--- config.mk ---
export PLATFORM = sky130hd
export DESIGN_NAME = fifo_page_pool_directory
export DESIGN_NICKNAME = d
export VERILOG_FILES = /design/src/fppd_pkg.sv /design/src/fppd_key_ram.sv /design/src/fppd_ctrl.sv /design/src/fifo_page_pool_directory.sv
export SDC_FILE = /design/constraint.sdc
export NUM_CORES = 1
export LEC_CHECK = 0
export BUFFER_PORTS_ARGS = -buffer_cell sky130_fd_sc_hd__buf_2
export CORE_ASPECT_RATIO = 1.25
export CORE_MARGIN = 4
export CORE_UTILIZATION = 40
export DETAILED_ROUTE_END_ITERATION = 12
export PLACE_DENSITY = 0.63
export SYNTH_ARGS = -nofsm -noshare
export SYNTH_HDL_FRONTEND = slang
export SYNTH_SLANG_ARGS = --single-unit
--- constraint.sdc ---
create_clock -name clk -period 10.15 [get_ports clk]
set_clock_uncertainty 0.2 [all_clocks]
set_input_delay 1.015 -clock clk [delete_from_list [all_inputs] [get_ports clk]]
set_output_delay 1.015 -clock clk [all_outputs]
set_load 0.02 [all_outputs]
--- src/fppd_pkg.sv ---
package fppd_pkg;

    localparam int POOL_ENTRIES = 8;
    localparam int IDX_W = (POOL_ENTRIES > 1) ? $clog2(POOL_ENTRIES) : 1;
    localparam int CNT_W = $clog2(POOL_ENTRIES + 1);
    localparam int KEY_W = 28;

    localparam logic CMD_ACCESS = 1'b0;
    localparam logic CMD_DELETE = 1'b1;

    typedef logic [KEY_W-1:0] key_t;
    typedef logic [IDX_W-1:0] idx_t;
    typedef logic [CNT_W-1:0] cnt_t;

    typedef enum logic [2:0] {
        ST_IDLE,
        ST_SEARCH,
        ST_SHIFT,
        ST_APPEND,
        ST_FINISH
    } state_t;

    typedef struct packed {
        logic we;
        idx_t waddr;
        key_t wdata;
        logic re;
        idx_t raddr;
    } ram_req_t;

    typedef struct packed {
        logic hit;
        logic evicted;
        key_t ev_key;
        cnt_t count;
    } result_t;

endpackage

--- src/fppd_key_ram.sv ---
module fppd_key_ram #(
    parameter int WIDTH = 28,
    parameter int DEPTH = 8,
    parameter int ADDR_W = (DEPTH > 1) ? $clog2(DEPTH) : 1
) (
    input  logic              clk,
    input  logic              we,
    input  logic [ADDR_W-1:0] waddr,
    input  logic [WIDTH-1:0]  wdata,
    input  logic              re,
    input  logic [ADDR_W-1:0] raddr,
    output logic [WIDTH-1:0]  rdata
);

    logic [WIDTH-1:0] mem [DEPTH];

    always_ff @(posedge clk)
    begin
        if (we)
        begin
            mem[waddr] <= wdata;
        end
    end

    always_ff @(posedge clk)
    begin
        if (re)
        begin
            rdata <= mem[raddr];
        end
    end

endmodule

--- src/fppd_ctrl.sv ---
module fppd_ctrl import fppd_pkg::*; (
    input  logic     clk,
    input  logic     rst_n,
    input  logic     in_valid,
    output logic     in_stall,
    input  logic     cmd,
    input  key_t     key,
    input  key_t     rdata,
    output ram_req_t ram_req,
    output logic     res_valid,
    input  logic     res_ready,
    output result_t  result
);

    state_t state_reg, state_next;
    logic   cmd_reg, cmd_next;
    key_t   key_reg, key_next;
    cnt_t   count_reg, count_next;
    cnt_t   scan_reg, scan_next;
    cnt_t   end_reg, end_next;
    logic   pend_reg, pend_next;
    idx_t   pidx_reg, pidx_next;
    logic   hit_reg, hit_next;
    logic   ev_reg, ev_next;
    key_t   ev_key_reg, ev_key_next;
    logic   match;

    always_ff @(posedge clk or negedge rst_n)
    begin
        if (!rst_n)
        begin
            state_reg <= ST_IDLE;
            count_reg <= '0;
            pend_reg  <= 1'b0;
        end
        else
        begin
            state_reg <= state_next;
            count_reg <= count_next;
            pend_reg  <= pend_next;
        end
    end

    always_ff @(posedge clk)
    begin
        cmd_reg    <= cmd_next;
        key_reg    <= key_next;
        scan_reg   <= scan_next;
        end_reg    <= end_next;
        pidx_reg   <= pidx_next;
        hit_reg    <= hit_next;
        ev_reg     <= ev_next;
        ev_key_reg <= ev_key_next;
    end

    assign match = pend_reg && (rdata == key_reg);

    always_comb
    begin
        state_next  = state_reg;
        cmd_next    = cmd_reg;
        key_next    = key_reg;
        count_next  = count_reg;
        scan_next   = scan_reg;
        end_next    = end_reg;
        pend_next   = pend_reg;
        pidx_next   = pidx_reg;
        hit_next    = hit_reg;
        ev_next     = ev_reg;
        ev_key_next = ev_key_reg;
        ram_req     = '0;
        in_stall    = 1'b1;
        res_valid   = 1'b0;

        unique case (state_reg)
            ST_IDLE:
            begin
                in_stall = 1'b0;
                if (in_valid)
                begin
                    cmd_next   = cmd;
                    key_next   = key;
                    scan_next  = '0;
                    pend_next  = 1'b0;
                    hit_next   = 1'b0;
                    ev_next    = 1'b0;
                    state_next = ST_SEARCH;
                end
            end
            ST_SEARCH:
            begin
                // The oldest key is kept in case this access has to evict it.
                if (pend_reg && (pidx_reg == '0))
                begin
                    ev_key_next = rdata;
                end
                if (match)
                begin
                    hit_next  = 1'b1;
                    pend_next = 1'b0;
                    if (cmd_reg == CMD_ACCESS)
                    begin
                        state_next = ST_FINISH;
                    end
                    else
                    begin
                        scan_next  = CNT_W'(pidx_reg) + CNT_W'(1);
                        end_next   = count_reg;
                        count_next = count_reg - CNT_W'(1);
                        state_next = ST_SHIFT;
                    end
                end
                else if (scan_reg == count_reg)
                begin
                    pend_next = 1'b0;
                    if (cmd_reg == CMD_DELETE)
                    begin
                        state_next = ST_FINISH;
                    end
                    else if (count_reg == CNT_W'(POOL_ENTRIES))
                    begin
                        ev_next    = 1'b1;
                        scan_next  = CNT_W'(1);
                        end_next   = CNT_W'(POOL_ENTRIES);
                        state_next = ST_SHIFT;
                    end
                    else
                    begin
                        ram_req.we    = 1'b1;
                        ram_req.waddr = count_reg[IDX_W-1:0];
                        ram_req.wdata = key_reg;
                        count_next    = count_reg + CNT_W'(1);
                        state_next    = ST_FINISH;
                    end
                end
                else
                begin
                    ram_req.re    = 1'b1;
                    ram_req.raddr = scan_reg[IDX_W-1:0];
                    pend_next     = 1'b1;
                    pidx_next     = scan_reg[IDX_W-1:0];
                    scan_next     = scan_reg + CNT_W'(1);
                end
            end
            ST_SHIFT:
            begin
                // Each entry read in the previous cycle moves down by one slot.
                if (pend_reg)
                begin
                    ram_req.we    = 1'b1;
                    ram_req.waddr = pidx_reg - IDX_W'(1);
                    ram_req.wdata = rdata;
                end
                if (scan_reg < end_reg)
                begin
                    ram_req.re    = 1'b1;
                    ram_req.raddr = scan_reg[IDX_W-1:0];
                    pend_next     = 1'b1;
                    pidx_next     = scan_reg[IDX_W-1:0];
                    scan_next     = scan_reg + CNT_W'(1);
                end
                else
                begin
                    pend_next  = 1'b0;
                    state_next = ev_reg ? ST_APPEND : ST_FINISH;
                end
            end
            ST_APPEND:
            begin
                ram_req.we    = 1'b1;
                ram_req.waddr = IDX_W'(POOL_ENTRIES - 1);
                ram_req.wdata = key_reg;
                state_next    = ST_FINISH;
            end
            ST_FINISH:
            begin
                res_valid = 1'b1;
                if (res_ready)
                begin
                    state_next = ST_IDLE;
                end
            end
            default:
            begin
                state_next = ST_IDLE;
            end
        endcase
    end

    assign result.hit     = hit_reg;
    assign result.evicted = ev_reg;
    assign result.ev_key  = ev_reg ? ev_key_reg : '0;
    assign result.count   = count_reg;

endmodule

--- src/fifo_page_pool_directory.sv ---
// Key directory of a matrix page buffer pool with FIFO replacement.
// Input channel: in_valid/in_stall with cmd (0 access, 1 delete) and the key
// fields matrix_id, page_row and page_col. A transfer happens on a rising edge
// with in_valid high and in_stall low. Every command gives exactly one result.
// Output channel: out_valid/out_stall with hit, evicted, the evicted key fields
// and occupancy, the number of keys held after the command.
// Keys live in a RAM with one read and one write port, kept in age order. The
// search reads one entry a cycle and compares it the cycle after. On a delete
// hit the younger entries slide down one per cycle; an evicting access moves
// each younger entry down by one slot over the oldest and appends the new key
// in the last slot. One command is in work at a time; the next transfer can
// happen the cycle after the current result has entered the output register.
// Reset empties the pool at once; no RAM sweep is needed.
// While out_stall holds a result, the block can finish the next command but
// keeps it until the output register frees up.
module fifo_page_pool_directory import fppd_pkg::*; (
    input  logic        clk,
    input  logic        rst_n,
    input  logic        in_valid,
    output logic        in_stall,
    input  logic        cmd,
    input  logic [7:0]  matrix_id,
    input  logic [9:0]  page_row,
    input  logic [9:0]  page_col,
    output logic        out_valid,
    input  logic        out_stall,
    output logic        hit,
    output logic        evicted,
    output logic [7:0]  evicted_matrix,
    output logic [9:0]  evicted_row,
    output logic [9:0]  evicted_col,
    output logic [3:0]  occupancy
);

    ram_req_t ram_req;
    key_t     rdata;
    key_t     key;
    result_t  result;
    logic     res_valid;
    logic     res_ready;
    logic     out_valid_reg, out_valid_next;
    result_t  out_reg;

    assign key = {matrix_id, page_row, page_col};

    fppd_ctrl u_ctrl (
        .clk       (clk),
        .rst_n     (rst_n),
        .in_valid  (in_valid),
        .in_stall  (in_stall),
        .cmd       (cmd),
        .key       (key),
        .rdata     (rdata),
        .ram_req   (ram_req),
        .res_valid (res_valid),
        .res_ready (res_ready),
        .result    (result)
    );

    fppd_key_ram #(
        .WIDTH (KEY_W),
        .DEPTH (POOL_ENTRIES)
    ) u_ram (
        .clk   (clk),
        .we    (ram_req.we),
        .waddr (ram_req.waddr),
        .wdata (ram_req.wdata),
        .re    (ram_req.re),
        .raddr (ram_req.raddr),
        .rdata (rdata)
    );

    assign res_ready = !out_valid_reg || !out_stall;

    always_comb
    begin
        out_valid_next = out_valid_reg;
        if (res_valid && res_ready)
        begin
            out_valid_next = 1'b1;
        end
        else if (!out_stall)
        begin
            out_valid_next = 1'b0;
        end
    end

    always_ff @(posedge clk or negedge rst_n)
    begin
        if (!rst_n)
        begin
            out_valid_reg <= 1'b0;
        end
        else
        begin
            out_valid_reg <= out_valid_next;
        end
    end

    always_ff @(posedge clk)
    begin
        if (res_valid && res_ready)
        begin
            out_reg <= result;
        end
    end

    assign out_valid      = out_valid_reg;
    assign hit            = out_reg.hit;
    assign evicted        = out_reg.evicted;
    assign evicted_matrix = out_reg.ev_key[27:20];
    assign evicted_row    = out_reg.ev_key[19:10];
    assign evicted_col    = out_reg.ev_key[9:0];
    assign occupancy      = 4'(out_reg.count);

endmodule
Word-level counts from Yosys, hierarchy flattened:

Memories as Yosys holds them, arrays and structs flattened. A register that Yosys moved wholly into a read port is not among the register bits.
Cells that the tools add are included.

* add/subtract/negate cells: 5
* $lt $le $gt $ge: 1
* eq/ne operators: 25
* mux-type cells: 59
* reduce and logical (&&, ||, !) cells: 23

Operators with widths (number)
* $mux W32: 4
* $pmux W32 S3: 1
* $mux W4: 19
* $mux W3: 12
* $mux W36: 1
* $eq A28 B28 Y1: 1
* $mux W1: 15
* $pmux W3 S5: 1
* $ne A2 B1 Y1 const B: 7
* $ne A2 B2 Y1 const B: 7
* $pmux W4 S3: 1
* $reduce_and A6 Y1: 2
* $reduce_and A5 Y1: 2
* $add A4 B1 Y4 const B: 2
* $pmux W4 S2: 1
* $reduce_and A4 Y1: 2
* $reduce_bool A2 Y1: 4
* $eq A3 B2 Y1 const B: 2
* $logic_not A3 Y1: 2
* $pmux W3 S2: 1
* $reduce_and A2 Y1: 3
* $add A3 B1 Y4 const B: 1
* $eq A4 B4 Y1: 1
* $eq A4 B4 Y1 const B: 1
* other kinds (16): 20

* bits in registers: 113
* memory bits (writable): 224
* input port bits: 33
* logic and storage cells: 130
* memories: 1

Memory list
* u_ram.mem: words 8, bits a word 28, rd ports 1, clocked after memory_dff 1, wr ports 1, line fppd_key_ram.sv:15 `logic [WIDTH-1:0] mem [DEPTH];`

Longest topological paths before layout:

* depth after elaboration: 8
* gate-level depth with buffers: 11

Hierarchy:

A second synthesis with hierarchy kept.

* cell total of the unflattened synthesis: 733
* area total of the unflattened synthesis: 14525.2 sq um

By module, submodules not included
* fppd_key_ram: times used 1, cells each 364, area an instance 9322.7 sq um, seq. area each 7567.3 sq um
* fppd_ctrl: times used 1, cells each 331, area an instance 4134.0 sq um, seq. area each 2302.2 sq um
* fifo_page_pool_directory: times used 1, cells each 38, area an instance 1068.5 sq um, seq. area each 1046.0 sq um

Worst setup path before layout:

No wires, ideal clock.

* path type: flip-flop to flip-flop
* start: register u_ram.rdata[1] (read register of u_ram.mem)
* end: memory u_ram.mem[0][0] (enable)
* library setup time: 484 ps
* data arrival time: 4675 ps
* data required time: 9466 ps
* path slack: 4791 ps
* cell stages (with the launch flop): 8
* buffers on the path: 1
* cell sequence: edfxtp_1 xnor2_1 nand4_1 or4_1 buf_2 o211ai_1 o22ai_1 nor4_1

* cells in the longest elaborated chain, start to end: 6

Ends and longest elaborated chain
* start: declaration: line fppd_key_ram.sv:12 `output logic [WIDTH-1:0] rdata`
* $eq A28 B28 Y1 *: line fppd_ctrl.sv:56 `assign match = pend_reg && (rdata == key_reg);`
* $logic_and A1 B1 Y1 *: line fppd_ctrl.sv:56
* $mux W36 *: line fppd_ctrl.sv:97 `if (match)`
* $pmux W32 S3 *: line fppd_ctrl.sv:75 `unique case (state_reg)`
* $mux W1: line fppd_key_ram.sv:19 `if (we)`
* $mux W1 (not written as such): line fppd_key_ram.sv:21 `mem[waddr] <= wdata;`
* end: declaration: line fppd_key_ram.sv:15

Mark *: on every way between the ends. The rest lies on a longest branch, timed or not.

Worst setup path in the final report:

* start: register u_ram.rdata[15] (read register of u_ram.mem)
* end: memory u_ram.mem[2][12] (enable)

Same word-level chain as after synthesis.

==> results.yml <==
clocking:
  cts_htree_levels: 2
  cts_tree: "yes"
  clockBufferDepth: 3
  ctsHoldBuffers: 0
  clkSlewWorstSetupHoldPaths_ns: 0.06
  cts_buffers: 36
  post_cts_resized: 0
  post_cts_buffers: 0
  clock_latency_ns: 0.53
  cts-root-buf: "clkbuf_16"
  cts.sinks: 365
final_layout:
  largest-register: "u_ram.mem"
  area_growth_pct: 14.07
  fin_area_mm2: 0.01690
  drive_gt1_share_pct: 30.28
  diodes: 0
  layout.cells.most_common: "edfxtp_1"
  fillers: 3046
  layout_common_cells: "edfxtp_1 (356), buf_2 (68), mux4_2 (56)"
  multi_input_area_mm2: 0.003714
  register_area_mm2: 0.01092
  fin_nets: 902
  largest_reg_flops: 224
setup_path:
  start_kind: "register"
  worstSetupPathType: "register to register"
  crit_path_end_kind: "register"
  crit_slowest_cell: "nor3_2"
  cp_top_family: "simple AND/OR/NAND/NOR gates"
  cpPeakStageDelay_ns: 0.93
  path_cells: "xnor2_1 > nand4_1 > or4_1 > o211ai_1 > o22ai_1 > nor3_2 > buf_4"
  worst-path-buf-inv: 1
  crit_fanout: 18
  required_ns: 10.14
  crit_arrival_ns: 4.35
outcome:
  outcome: "completed"
timing:
  slew_violations: 0
  worst_pin_slew_ns: 1.086
  setup_tns_ns: 0
  slew_headroom_pct: 27.18
  hold_viol_final: 0
  rsz0062_at_grt: "false"
  clock.fmax_ghz: 0.2292
  setup_violations: 0
  post-route-min-period_ns: 4.363
  fin_crit_sh_pct: 42.98
  whs_ns: 0.1294
global_routing:
  grt_pass1_wl_um: 49180
  grt_usage_pct: 16.11
  grt_pass1_vias: 7749
  grt_max_degree: 63
  overflow: 0
  antenna_found_initial: 1
min_path:
  min_path_type: "input pin to asynchronous set/reset pin"
floorplan:
  start_util_pct: 40.71
  dieArea_mm2: 0.04021
  die_x_um: 180.2
  die_y_um: 223.2
  io_pins: 69
  rows: 78
  core_area_mm2: 0.03640
detailed_routing:
  detail-route-antenna-nets: 0
  routedWlPerCell_um: 23.85
  vias_per_cell: 5.467
  dr.first_iter.drc_count: 695
  vias: 7462
  totalWireLength_um: 32550
  drt_pre_antenna_iters: 5
  drcViolationCount: 0
run:
  drv_cap: 0
synth:
  synth_area_leaders: "edfxtp_1 (72%), mux4_2 (8.5%), mux2_2 (3.6%), a32o_1 (2.0%), xnor2_1 (1.9%)"
  netlist-cell-type-count: 54
  syn_area_mm2: 0.01482
  yosysSeqAreaShare_pct: 73.66
  ys_ff_latch: 365
  synth.top_cell.area_share_pct: 72.14
  synth_edf_count: 356
  synth-warning-count: 0
  synth.avg_cell_area_um2: 19.27
  synthCells: 769
  syn_nets: 813
  synthFlopType: "edfxtp_1"
  yosysTopAreaCell: "edfxtp_1"
  synth_async_sr_flop_share_pct: 2.466
placement:
  globalplace.congestion: 0.8420
  dpl.hpwl_um: 19590
  portBuffers: 68
  placed_area_mm2: 0.01579
power:
  power_density_mw_per_mm2: 272.5
  irDropWorstVdd_uv: 161.1
  cellLeakagePower_nw: 5.685
layer usage:
layer  GRT usage [%]  vias up  routed length (um)
li1                -     3298                   -
met1           20.68     3827               12830
met2           28.18      279               16700
met3           2.772       58                2168
met4           4.880        0                 859
met5               0        -                   0
kinds of logic (layout without fill, tap and decap cells):
logic type	Yosys count	in the layout	synth area share, %
multiplexers	114	114	13.13
adder cells (fa/ha/maj)	11	11	0.9794
XOR/XNOR	40	40	2.364
AO/OA/AOI/OAI	80	80	4.264
buffers and inverters	54	170	1.604
flip-flops	365	365	73.66
AND/OR/NAND/NOR	105	105	4.002
cell type report:
class / instances / share of cell area [%]
Timing Repair Buffer: 89 / 2.946
Clock inverter: 22 / 0.9845
Multi-Input combinational cell: 350 / 21.97
Sequential cell: 365 / 64.57
Clock buffer: 43 / 5.611
Tap cell: 480 / 3.553
Inverter: 16 / 0.3627
synthesized netlist by cell type, drive strengths merged, types with 2 or more instances:
cell type  count
a21o           5
a21oi         12
a32o          29
and2          29
and3           5
buf           17
clkbuf        21
dfrtp          9
edfxtp       356
ha            10
inv           15
mux2          56
mux2i          2
mux4          56
nand2         12
nand2b         3
nand3          7
nand4         12
nor2          11
nor2b          4
nor3          10
nor4           4
o211ai         3
o21a           4
o21ai         13
o22ai          4
or2            2
or3            2
or4            2
xnor2         32
xor2           8
stage by stage:
| stage | utilization [%] | worst slack (ns) | power (mW) | cells |
|---|---|---|---|---|
| after floorplan | - | 4.792 | 2.986 | 769 |
| after detailed placement | 43.37 | 5.743 | 3.388 | 1300 |
| final | 46.44 | 5.787 | 4.607 | 1365 |
| after global routing | 46.44 | 5.457 | 4.814 | 1365 |
| after global placement | 43.37 | 5.844 | 3.381 | 1300 |
| after CTS | 46.44 | 5.710 | 4.662 | 1365 |
path summary, 6_finish.rpt:
check | from | endpoint | slack [ns] | cells after the start
setup / recovery | u_ram.rdata[15] | u_ram.mem[2][12] | 5.79 | 7
hold / removal | rst_n | u_ctrl.state_reg[2] | 0.13 | 1
setup reg to reg | u_ram.rdata[15] | u_ram.mem[2][12] | 5.79 | 7
hold reg to reg | u_ctrl.hit_reg | hit | 0.23 | 0
max in group asynchronous | rst_n | u_ctrl.count_reg[1] | 9.43 | 1
min in group clk | u_ctrl.hit_reg | hit | 0.23 | 0
power by group:
part	leakage [nW]	internal, mW	switching [mW]
combinational	1.62	0.546	0.703
sequential	3.52	1.94	0.153
clock	0.545	0.722	0.549
Power figures use the tool's default switching activity.
